`src/design/rfvt_pkg.sv`:
```
package rfvt_pkg;

    typedef enum logic [1:0] {
        ACT_ROT  = 2'd0,
        ACT_KEP  = 2'd1,
        ACT_PASS = 2'd2,
        ACT_BAD  = 2'd3
    } action_t;

    typedef enum logic [1:0] {
        ST_OK         = 2'd0,
        ST_BAD_ACTION = 2'd1,
        ST_ZERO_RAD   = 2'd2,
        ST_SAT        = 2'd3
    } status_t;

    // what the back end has to do with a request
    typedef enum logic [2:0] {
        K_ROT,
        K_KEP,
        K_PASS,
        K_BAD,
        K_ZERO
    } kind_t;

    // p0/p1: vx-y / vy+x, |y| / |x|, or vx / vy depending on kind
    typedef struct packed {
        kind_t              kind;
        logic signed [32:0] p0;
        logic signed [32:0] p1;
        logic               sx;
        logic               sy;
        logic [23:0]        q;
    } rfvt_item_t;

    localparam logic [23:0] MASS_RATIO_RESET = 24'd65536;
    localparam logic [31:0] S32_MAX = 32'h7FFF_FFFF;
    localparam logic [31:0] S32_MIN = 32'h8000_0000;

    // msb flags clamping
    function automatic logic [32:0] sat32(input logic signed [35:0] v);
        logic [32:0] r;
        if (v > 36'sd2147483647) begin
            r = {1'b1, S32_MAX};
        end else if (v < -36'sd2147483648) begin
            r = {1'b1, S32_MIN};
        end else begin
            r = {1'b0, v[31:0]};
        end
        return r;
    endfunction

endpackage

```
`src/design/rfvt_front.sv`:
```
module rfvt_front (
    input  logic                 aclk,
    input  logic                 aresetn,
    input  logic                 s_tvalid,
    output logic                 s_tready,
    input  logic [127:0]         s_tdata,
    input  logic [1:0]           s_tuser,
    input  logic                 cfg_valid,
    output logic                 cfg_ready,
    input  logic [23:0]          cfg_data,
    output logic                 item_valid,
    output rfvt_pkg::rfvt_item_t item,
    input  logic                 item_ready
);
    import rfvt_pkg::*;

    logic [23:0]        mass_ratio_reg;
    logic signed [32:0] x33, y33, vx33, vy33, ax33, ay33;
    rfvt_item_t         cls;
    rfvt_item_t         qmem_reg [2];
    logic               wr_ptr_reg, rd_ptr_reg;
    logic [1:0]         cnt_reg, cnt_next;
    logic               push, pop;

    assign cfg_ready = 1'b1;

    always_ff @(posedge aclk) begin
        if (!aresetn) begin
            mass_ratio_reg <= MASS_RATIO_RESET;
        end else if (cfg_valid) begin
            mass_ratio_reg <= cfg_data;
        end
    end

    assign x33  = {s_tdata[31], s_tdata[31:0]};
    assign y33  = {s_tdata[63], s_tdata[63:32]};
    assign vx33 = {s_tdata[95], s_tdata[95:64]};
    assign vy33 = {s_tdata[127], s_tdata[127:96]};
    assign ax33 = x33[32] ? -x33 : x33;
    assign ay33 = y33[32] ? -y33 : y33;

    always_comb begin
        cls.kind = K_BAD;
        cls.p0   = '0;
        cls.p1   = '0;
        cls.sx   = x33[32];
        cls.sy   = y33[32];
        cls.q    = mass_ratio_reg;
        unique case (action_t'(s_tuser))
            ACT_ROT: begin
                cls.kind = K_ROT;
                cls.p0   = vx33 - y33;
                cls.p1   = vy33 + x33;
            end
            ACT_KEP: begin
                cls.kind = (x33 == '0 && y33 == '0) ? K_ZERO : K_KEP;
                cls.p0   = ay33;
                cls.p1   = ax33;
            end
            ACT_PASS: begin
                cls.kind = K_PASS;
                cls.p0   = vx33;
                cls.p1   = vy33;
            end
            default: begin
                cls.kind = K_BAD;
            end
        endcase
    end

    // two-entry queue toward the back end
    assign s_tready   = (cnt_reg != 2'd2);
    assign push       = s_tvalid && s_tready;
    assign item_valid = (cnt_reg != 2'd0);
    assign pop        = item_valid && item_ready;
    assign item       = qmem_reg[rd_ptr_reg];

    always_ff @(posedge aclk) begin
        if (push) begin
            qmem_reg[wr_ptr_reg] <= cls;
        end
    end

    always_comb begin
        unique case ({push, pop})
            2'b10:   cnt_next = cnt_reg + 2'd1;
            2'b01:   cnt_next = cnt_reg - 2'd1;
            default: cnt_next = cnt_reg;
        endcase
    end

    always_ff @(posedge aclk) begin
        if (!aresetn) begin
            wr_ptr_reg <= 1'b0;
            rd_ptr_reg <= 1'b0;
            cnt_reg    <= 2'd0;
        end else begin
            if (push) begin
                wr_ptr_reg <= ~wr_ptr_reg;
            end
            if (pop) begin
                rd_ptr_reg <= ~rd_ptr_reg;
            end
            cnt_reg <= cnt_next;
        end
    end

endmodule

```
`config.mk`:
```
export PLATFORM = sky130hd
export DESIGN_NAME = rfvt_front
export DESIGN_NICKNAME = d
export VERILOG_FILES = /design/src/design/rfvt_pkg.sv /design/src/design/rfvt_front.sv
export SDC_FILE = /design/constraint.sdc
export NUM_CORES = 1
export LEC_CHECK = 0
export BUFFER_PORTS_ARGS = -buffer_cell sky130_fd_sc_hd__buf_2
export CAP_MARGIN = 10
export CORE_MARGIN = 2
export CORE_UTILIZATION = 50
export CTS_CLUSTER_DIAMETER = 50
export DETAILED_ROUTE_END_ITERATION = 10
export GPL_TIMING_DRIVEN = 0
export PLACE_DENSITY_LB_ADDON = 0.25
export SYNTH_ARGS = -nofsm -noshare
export SYNTH_HDL_FRONTEND = slang
export SYNTH_SLANG_ARGS = --single-unit
```
`constraint.sdc`:
```
create_clock -name aclk -period 5.2 [get_ports aclk]
set_input_delay 1.04 -clock aclk [delete_from_list [all_inputs] [get_ports aclk]]
set_output_delay 1.04 -clock aclk [all_outputs]
set_load 0.02 [all_outputs]
```
==> results of run 1 <==
-- cells by family after synthesis --
| group | share of synthesized area, % |
|---|---|
| simple gates | 13.9 |
| compound gates | 17.2 |
| flops | 43.9 |
| mux | 9.79 |
| buf+inv | 3.34 |
| xor+xnor | 5.63 |
| fa+ha+maj | 6.14 |
| other cells | 0.0262 |
-- worst min-delay path by stage --
stage,to,slack [ps],cells after the start
3_3_place_gp,qmem_reg[1][19],430,0
4_1_cts,qmem_reg[0][19],450,0
2_1_floorplan,qmem_reg[0][0],420,0
3_5_place_dp,qmem_reg[0][19],440,0
6_report,qmem_reg[1][12],450,0
5_1_grt,qmem_reg[1][12],460,0
-- where the power goes --
group | internal (uW) | switching, uW | leakage (uW)
clock | 1180 | 761 | 0.000470
combinational | 884 | 1390 | 0.00436
sequential | 2230 | 62.0 | 0.00205
-- layout by cell type, fill, tap and decap left out, types with 20 or more instances in the layout --
master     instances
buf_2            253
xor2_1            20
nand3_1           33
dfxtp_1           29
ha_1              67
clkbuf_16         29
nand2_1          135
o21ai_0          123
xnor2_1           72
a21o_1            34
edfxtp_1         190
a21oi_1           80
mux2_2            95
clkbuf_1          62
nor2_1            63
nor2b_1           35
inv_1             52
mux2i_1           33
-- worst max-delay path: stages (launching register included) --
cell and delay, ps:
dfxtp_1 310, clkbuf_1 350, buf_1 640, clkbuf_1 600, mux2_2 450, buf_2 170
-- per-layer routing --
metal  wire [um]  GRT usage [%]  share of wire [%]  vias up
li1            -              -                  -     5832
met1       18000           36.6                 43     5856
met2       18700           43.0                 45      545
met3        3450           4.71                8.3       96
met4        1660           11.3                4.0        2
met5          11              0              0.026        -
-- layout make-up --
| type | count | area (um2) | area share [%] |
|---|---|---|---|
| well taps | 378 | 473 | 2.76 |
| multi-input cells | 1064 | 7550 | 44.1 |
| repair buffers | 256 | 1360 | 7.92 |
| plain buffers | 72 | 275 | 1.61 |
| inverters | 54 | 203 | 1.18 |
| clock inverters | 15 | 180 | 1.05 |
| flip-flops and latches | 219 | 6290 | 36.7 |
| diodes | 5 | 12.5 | 0.0731 |
| clock buffers | 35 | 778 | 4.55 |
-- metrics by stage --
step	util (%)	std cells
4_1_cts	61.1	2093
3_5_place_dp	57.6	2043
5_1_grt	61.1	2097
3_3_place_gp	57.3	2039
6_report	61.1	2098
2_1_floorplan	-	1409
==> qor.yml, run 1 <==
cts_buffers: 27
synth.most_common_cell: "edfxtp_1"
post-route-period-util_pct: 79.1
yosysWarningCount: 0
start_util_pct: 51.1
rows: 61
r2r_cells: 5
via_per_inst: 5.88
worst_slew_pin_slew_ps: 895
hold_viol_final: 0
drt-total-wl_um: 41800
overflow: 0
synth-edff-count: 190
path_class: "flop to output pin"
fin_nets: 1922
fin_ws_ps: 1090
p_per_area_nw_per_um2: 380
min_period_ps: 4120
place_congestion: 0.986
vias: 12300
hold_buffers: 0
die_h_um: 173
insertion_delay_ps: 550
drive_above_1_share_pct: 25.0
final-max-slew-violation-count: 0
stdcell_area_um2: 17100
critPathLaunchType: "flop"
synth_commonest_cells: "edfxtp_1 (190), nand2_1 (135), o21ai_0 (123)"
async_flop_share_pct: 0
ant_nets: 0
fin_skew_ps: 8.98
rsz0062_at_grt: "false"
ctsResizeCount: 0
wl_per_cell_um: 19.9
dp_slack_ps: 900
pin_count: 257
leakage_uw: 0.00688
worstPathRequired_ps: 4160
core_um2: 28000
yosys_most_used_dff: "edfxtp_1"
grt_pass1_wl_um: 64600
cap_viol_max_count: 0
worstPathMaxFanout: 10
clk_pin_slew_ps: 60
avgSynthCellArea_um2: 10.2
r2r-start: "cnt_reg[0]"
reg2reg_slack_ps: 3040
yosys-top-cells-area: "edfxtp_1 (40%), mux2_2 (7.5%), ha_1 (5.9%), xnor2_1 (4.4%), o21ai_0 (4.3%)"
critPathCaptureType: "output pin"
dp_hpwl_um: 31500
clockBufferDepth: 3
timing.rr.end: "qmem_reg[0][38]"
antenna_found_initial: 6
synth_top_area_cell: "edfxtp_1"
die-area_um2: 30000
hold_start: "mass_ratio_reg[12]"
status: "complete, no violations"
postCtsSetupBuffers: 0
grt_max_degree: 57
first_global_vias: 11900
syn-cell-area_um2: 14300
portBuffers: 252
fmax_mhz: 243
max-slew-margin-rel_pct: 40.3
nFillCells: 2426
crit_end: "item[61]"
largest_reg_flops: 190
ys_types: 82
synth_seq_area_share_pct: 43.9
firstDrtPassIters: 6
syn_inst: 1409
placed_area_um2: 16100
setup_viol: 0
die_w_um: 173
gr-usage-all-layers_pct: 27.0
whs_ps: 452
cts-root-buf: "clkbuf_16"
drc: 0
syn-num-nets: 1637
setup_tns_ps: 0
cts_tree: "built"
ys_ff_latch: 219
drtIter0Drc: 1066
synth_top_area_share_pct: 39.9
clock-sinks: 219
hp-class: "flop to flop"
peakVddDrop_uv: 326
htree_levels: 1
syn_to_final_growth_pct: 19.7
arrival_ps: 3080
finalPower_uw: 6500
Note: power is estimated with default switching activity, not from simulation.
==> inputs of run 2 (changes only) <==
- clock period: 5.2 -> 3.8 ns (I/O delays scaled with it)
==> run 2 against run 1 <==
- clock power is 37% higher
- global-route usage stayed put
- register-to-register slack worse by 1400 ps
- sequential power is 37% higher
- worst hold slack worse by 1.7 ps
- combinational power is 37% higher
- die area stayed put
- via count hardly changed
- sequential share of layout area hardly changed
- clock skew is 0.58 ps higher
- first-iteration DRC count stayed put
- critical path type unchanged
- largest cell class unchanged
==> qor.yml, run 2 (same netlist as run 1, synthesis figures left out) <==
status: "complete, no violations"  # unchanged
hold_buffers: 0  # unchanged
fin_nets: 1922  # unchanged
largest_reg_flops: 190  # unchanged
drt-total-wl_um: 41800  # about the same
htree_levels: 1  # unchanged
rows: 61  # unchanged
setup_tns_ps: 0  # unchanged
final_cell_mix: "buf_2 (254), edfxtp_1 (190), nand2_1 (135)"  # was buf_2 (253), edfxtp_1 (190), nand2_1 (135)
hold_path_depth: 3  # was 0
fin_skew_ps: 9.55  # was 8.98 ps
cts_tree: "built"  # unchanged
via_per_inst: 5.88  # about the same
r2r_cells: 5  # unchanged
critPathLaunchType: "flop"  # unchanged
stdcell_area_um2: 17100  # about the same
cts-root-buf: "clkbuf_16"  # unchanged
setup_viol: 0  # unchanged
worst_slew_pin_slew_ps: 892  # was 895 ps
drc: 0  # unchanged
placed_area_um2: 16100  # unchanged
clk_pin_slew_ps: 60  # about the same
r2r-start: "cnt_reg[0]"  # unchanged
path_class: "flop to output pin"  # unchanged
multi_input_area_um2: 7550  # unchanged
antenna_found_initial: 6  # unchanged
fmax_mhz: 280
die_h_um: 173  # unchanged
die_w_um: 173  # unchanged
crit_end: "item[61]"  # unchanged
drtIter0Drc: 1066  # unchanged
overflow: 0  # unchanged
timing.rr.end: "qmem_reg[0][38]"  # unchanged
grt_max_degree: 57  # unchanged
insertion_delay_ps: 550  # about the same
final_util_pct: 61.1  # about the same
min_period_ps: 3570
hp-class: "primary input to flop"  # was flop to flop
rsz0062_at_grt: "false"  # unchanged
hold_viol_final: 0  # unchanged
start_util_pct: 51.1  # unchanged
final-max-slew-violation-count: 0  # unchanged
arrival_ps: 2810  # was 3080 ps
cts_buffers: 27  # unchanged
firstDrtPassIters: 6  # unchanged
post-route-period-util_pct: 93.9
wl_per_cell_um: 19.9  # about the same
max-slew-margin-rel_pct: 40.5  # was 40.3%
drive_above_1_share_pct: 25.1  # was 25.0%
die-area_um2: 30000  # unchanged
p_per_area_nw_per_um2: 520  # was 380 nW/um2
ant_nets: 0  # unchanged
regArea_um2: 6290  # unchanged
grt_pass1_wl_um: 64600  # unchanged
nFillCells: 2425  # was 2,426
portBuffers: 252  # unchanged
leakage_uw: 0.00689  # was 0.00688 uW
first_global_vias: 11900  # unchanged
clock-sinks: 219  # unchanged
dp_hpwl_um: 31500  # unchanged
critPathCaptureType: "output pin"  # unchanged
cap_viol_max_count: 0  # unchanged
worstPathRequired_ps: 3040  # was 4160 ps
peakVddDrop_uv: 446  # was 326 uV
reg2reg_slack_ps: 1640  # was 3040 ps
gr-usage-all-layers_pct: 27.0  # unchanged
layout_commonest_cell: "buf_2"  # unchanged
place_congestion: 0.986  # unchanged
pin_count: 257  # unchanged
clockBufferDepth: 3  # unchanged
syn_to_final_growth_pct: 19.7  # about the same
core_um2: 28000  # unchanged
finalPower_uw: 8900  # was 6500 uW
vias: 12300  # about the same
worstPathMaxFanout: 10  # unchanged
## run 2: cell counts in the layout (fill, tap and decap cells not counted)
Identical to the previous run, type by type.
## run 2: per-stage QoR
stage	hold slack, ps	std cells	worst slack (ps)
2_1_floorplan	425	1409	34.1
3_3_place_gp	426	2039	-1570
3_5_place_dp	437	2043	-220
4_1_cts	438	2093	180
5_1_grt	448	2097	85.9
6_report	450	2098	231
## run 2: worst max-delay path: stages, from the launching register on
cell      delay, ps
dfxtp_1         310
clkbuf_1        360
buf_2           400
clkbuf_1        580
mux2_2          450
buf_2           170
## run 2: area by class of cell
class | instances | area share, %
buffer | 72 | 1.62
clock inverter | 15 | 1.05
antenna | 5 | 0.0731
multi-input combinational | 1064 | 44.1
tap | 378 | 2.76
inverter | 54 | 1.18
sequential | 219 | 36.7
clock buffer | 35 | 4.55
timing repair buffer | 256 | 7.92
## run 2: worst min-delay path by stage
stage / slack [ps] / startpoint / to
CTS: 440 / cfg_data[16] / mass_ratio_reg[16]
finish: 450 / cfg_data[16] / mass_ratio_reg[16]
global placement: 430 / mass_ratio_reg[19] / qmem_reg[1][19]
floorplan: 420 / mass_ratio_reg[0] / qmem_reg[0][0]
detailed placement: 440 / mass_ratio_reg[19] / qmem_reg[0][19]
global route: 450 / cfg_data[16] / mass_ratio_reg[16]
## run 2: repair_timing
item | 4_1_cts | 5_1_grt
hold endpoints to repair | 0 | 0
buffers inserted | 0 | 0
endpoints found under the setup margin | 20 | 0
gates resized for setup | 1 | 0
## run 2: power by group
part           switching (uW)  leakage, uW  internal, uW  total (uW)
sequential               84.9      0.00205          3050        3140
clock                    1040     0.000470          1610        2650
combinational            1900      0.00437          1210        3110
## run 2: routing by layer
layer | GRT usage, % | up-vias | routed length [um]
met1 | 36.6 | 5851 | 17900
met3 | 4.71 | 98 | 3470
li1 | - | 5834 | -
met2 | 43.0 | 541 | 18700
met4 | 11.3 | 2 | 1680
met5 | 0 | - | 11
==> inputs of run 3 (changes only) <==
- ABC_AREA: default -> 1
- clock period: 3.8 -> 3.3 ns (I/O delays scaled with it)
==> run 3 against run 2 <==
- synthesized cell count is 49% higher
- sequential share of layout area down 2.9 points
- sequential power is 11% higher
- worst hold slack got worse by 140 ps
- critical endpoint is now item[55]
==> qor.yml, run 3 <==
status: "complete, no violations"  # unchanged
fmax_mhz: 309
slowest_delay_ps: 440  # was 580 ps
crit_buf_inv: 4  # unchanged
arrival_ps: 2570  # was 2810 ps
cts_buffers: 29  # was 27
synth_top_area_cell: "edfxtp_1"  # unchanged
syn-num-nets: 2332  # was 1,637
start_util_pct: 50.9  # was 51.1%
synth_seq_area_share_pct: 40.1  # was 43.9%
fin_skew_ps: 13.3  # was 9.55 ps
core_um2: 30700  # was 28,000 um2
hold_buffers: 0  # unchanged
whs_ps: 312  # was 450 ps
grt_max_degree: 31  # was 57
cts_tree: "built"  # unchanged
slowest_stage: "buf_2"  # was clkbuf_1
clk_pin_slew_ps: 60  # about the same
path_delay_family: "buffers and inverters"  # unchanged
synth.most_common_cell: "nand2_1"  # was edfxtp_1
stdcell_area_um2: 18600  # was 17,100 um2
syn_inst: 2104  # was 1,409
reg2reg_slack_ps: 1210  # was 1640 ps
worstPathRequired_ps: 2640  # was 3040 ps
setup_viol: 0  # unchanged
drive_above_1_share_pct: 19.4  # was 25.1%
yosys_most_used_dff: "edfxtp_1"  # unchanged
ys_ff_latch: 219  # unchanged
cp_cell_sequence: "clkbuf_1, buf_2, buf_2, mux2_2, buf_2"  # was clkbuf_1, buf_2, clkbuf_1, mux2_2, buf_2
dp_hpwl_um: 42000  # was 31,500 um
synth_commonest_cells: "nand2_1 (646), inv_1 (298), nor2_1 (212)"  # was edfxtp_1 (190), nand2_1 (135), o21ai_0 (123)
ctsResizeCount: 0  # was 1
max-slew-margin-rel_pct: 34.0  # was 40.5%
drc: 0  # unchanged
firstDrtPassIters: 6  # unchanged
p_per_area_nw_per_um2: 518  # was 520 nW/um2
final-max-slew-violation-count: 0  # unchanged
syn-cell-area_um2: 15700  # was 14,300 um2
final_cell_mix: "nand2_1 (646), inv_1 (298), buf_2 (276)"  # was buf_2 (254), edfxtp_1 (190), nand2_1 (135)
via_per_inst: 5.51  # was 5.88
die-area_um2: 32800  # was 30,000 um2
portBuffers: 254  # was 252
drt-total-wl_um: 52600  # was 41,800 um
placed_area_um2: 17600  # was 16,100 um2
ant_nets: 0  # unchanged
synth_top_area_share_pct: 36.4  # was 39.9%
avgSynthCellArea_um2: 7.44  # was 10.2 um2
wl_per_cell_um: 18.7  # was 19.9 um
cap_viol_max_count: 0  # unchanged
rsz0062_at_grt: "false"  # unchanged
layout_commonest_cell: "nand2_1"  # was buf_2
peakVddDrop_uv: 712  # was 446 uV
vias: 15500  # was 12,300
clock-sinks: 219  # unchanged
gr-usage-all-layers_pct: 31.3  # was 27.0%
critPathMostFrequentCell: "buf_2"
fin_nets: 2623  # was 1,922
worstPathMaxFanout: 10  # unchanged
overflow: 0  # unchanged
place_congestion: 0.994  # was 0.986
largest_reg_flops: 190  # unchanged
critPathCaptureType: "output pin"  # unchanged
critPathLaunchType: "flop"  # unchanged
async_flop_share_pct: 0  # unchanged
leakage_uw: 0.00899  # was 0.00689 uW
yosys-top-cells-area: "edfxtp_1 (36%), nand2_1 (15%), inv_1 (7.1%), mux2_2 (6.8%), nand3_1 (5.7%)"  # was edfxtp_1 (40%), mux2_2 (7.5%), ha_1 (5.9%), xnor2_1 (4.4%), o21ai_0 (4.3%)
cts-root-buf: "clkbuf_16"  # unchanged
syn_to_final_growth_pct: 18.6  # was 19.7%
worst_slew_pin_slew_ps: 990  # was 892 ps
postCtsSetupBuffers: 0  # unchanged
hold_viol_final: 0  # unchanged
antenna_found_initial: 3  # was 6
die_w_um: 181  # was 173 um
pin_count: 257  # unchanged
synth-edff-count: 190  # unchanged
die_h_um: 181  # was 173 um
grt_pass1_wl_um: 79400  # was 64,600 um
ys_types: 45  # was 82
yosysWarningCount: 0  # unchanged
first_global_vias: 14700  # was 11,900
insertion_delay_ps: 570  # was 550 ps
final_util_pct: 60.4  # was 61.1%
min_period_ps: 3230
hp-class: "primary input to flop"  # unchanged
clockBufferDepth: 3  # unchanged
path_class: "flop to output pin"  # unchanged
post-route-period-util_pct: 98.0
drtIter0Drc: 1291  # was 1,066
htree_levels: 1  # unchanged
rows: 64  # was 61
-- run 3: where the power goes --
group          total [uW]  internal [uW]  switching [uW]
clock network        3220           1940            1280
logic                2920           1020            1900
registers            3490           3410            81.0
-- run 3: worst paths after layout --
| path | to | cells past startpoint | start |
|---|---|---|---|
| max | item[55] | 5 | flop |
| min | mass_ratio_reg[16] | 3 | cfg_data[16] |
| max reg2reg | qmem_reg[1][82] | 6 | cnt_reg[0] |
| min reg2reg | qmem_reg[0][14] | 0 | mass_ratio_reg[14] |
-- run 3: final cells by class --
| type | count | area [um2] |
|---|---|---|
| flip-flops and latches | 219 | 6290 |
| diodes | 2 | 5.00 |
| well taps | 396 | 495 |
| repair buffers | 260 | 1410 |
| multi-input cells | 1535 | 8040 |
| fillers | 2865 | 12200 |
| inverters | 303 | 1140 |
| clock buffers | 36 | 772 |
| plain buffers | 47 | 211 |
| clock inverters | 18 | 224 |
-- run 3: worst reg2reg max path, stage by stage, from the launching register on --
cell,delay (ps)
dfxtp_1,350
inv_1,90
nand2_1,80
nand2_1,170
nor2_4,580
buf_16,260
buf_12,220
-- run 3: through the flow --
step	power (uW)	setup TNS [ps]	instances	setup WS, ps
6_report	9630	0	2816	67.4
5_1_grt	10100	0	2815	3.65
4_1_cts	9660	0	2814	62.6
3_5_place_dp	6420	-83.7	2760	-41.9
3_3_place_gp	6350	-382940	2754	-2030
2_1_floorplan	5440	-76040	2104	-400
-- run 3: per-layer routing --
metal	GRT usage [%]	vias to the layer above	share of wire (%)
li1	-	7521	-
met1	42.4	7119	43
met2	50.6	768	44
met3	5.72	105	9.7
met4	10.4	2	2.9
met5	0	-	0.027
-- run 3: logic make-up (layout without fill, tap and decap cells) --
family / count (synthesis) / after routing / share of synthesized area (%)
flops: 219 / 219 / 40.1
compound gates: 230 / 230 / 8.19
other cells: 1 / 3 / 0.0239
xor+xnor: 5 / 5 / 0.280
simple gates: 1135 / 1135 / 30.3
fa+ha+maj: 69 / 69 / 5.61
mux: 95 / 95 / 6.83
buf+inv: 350 / 664 / 8.61
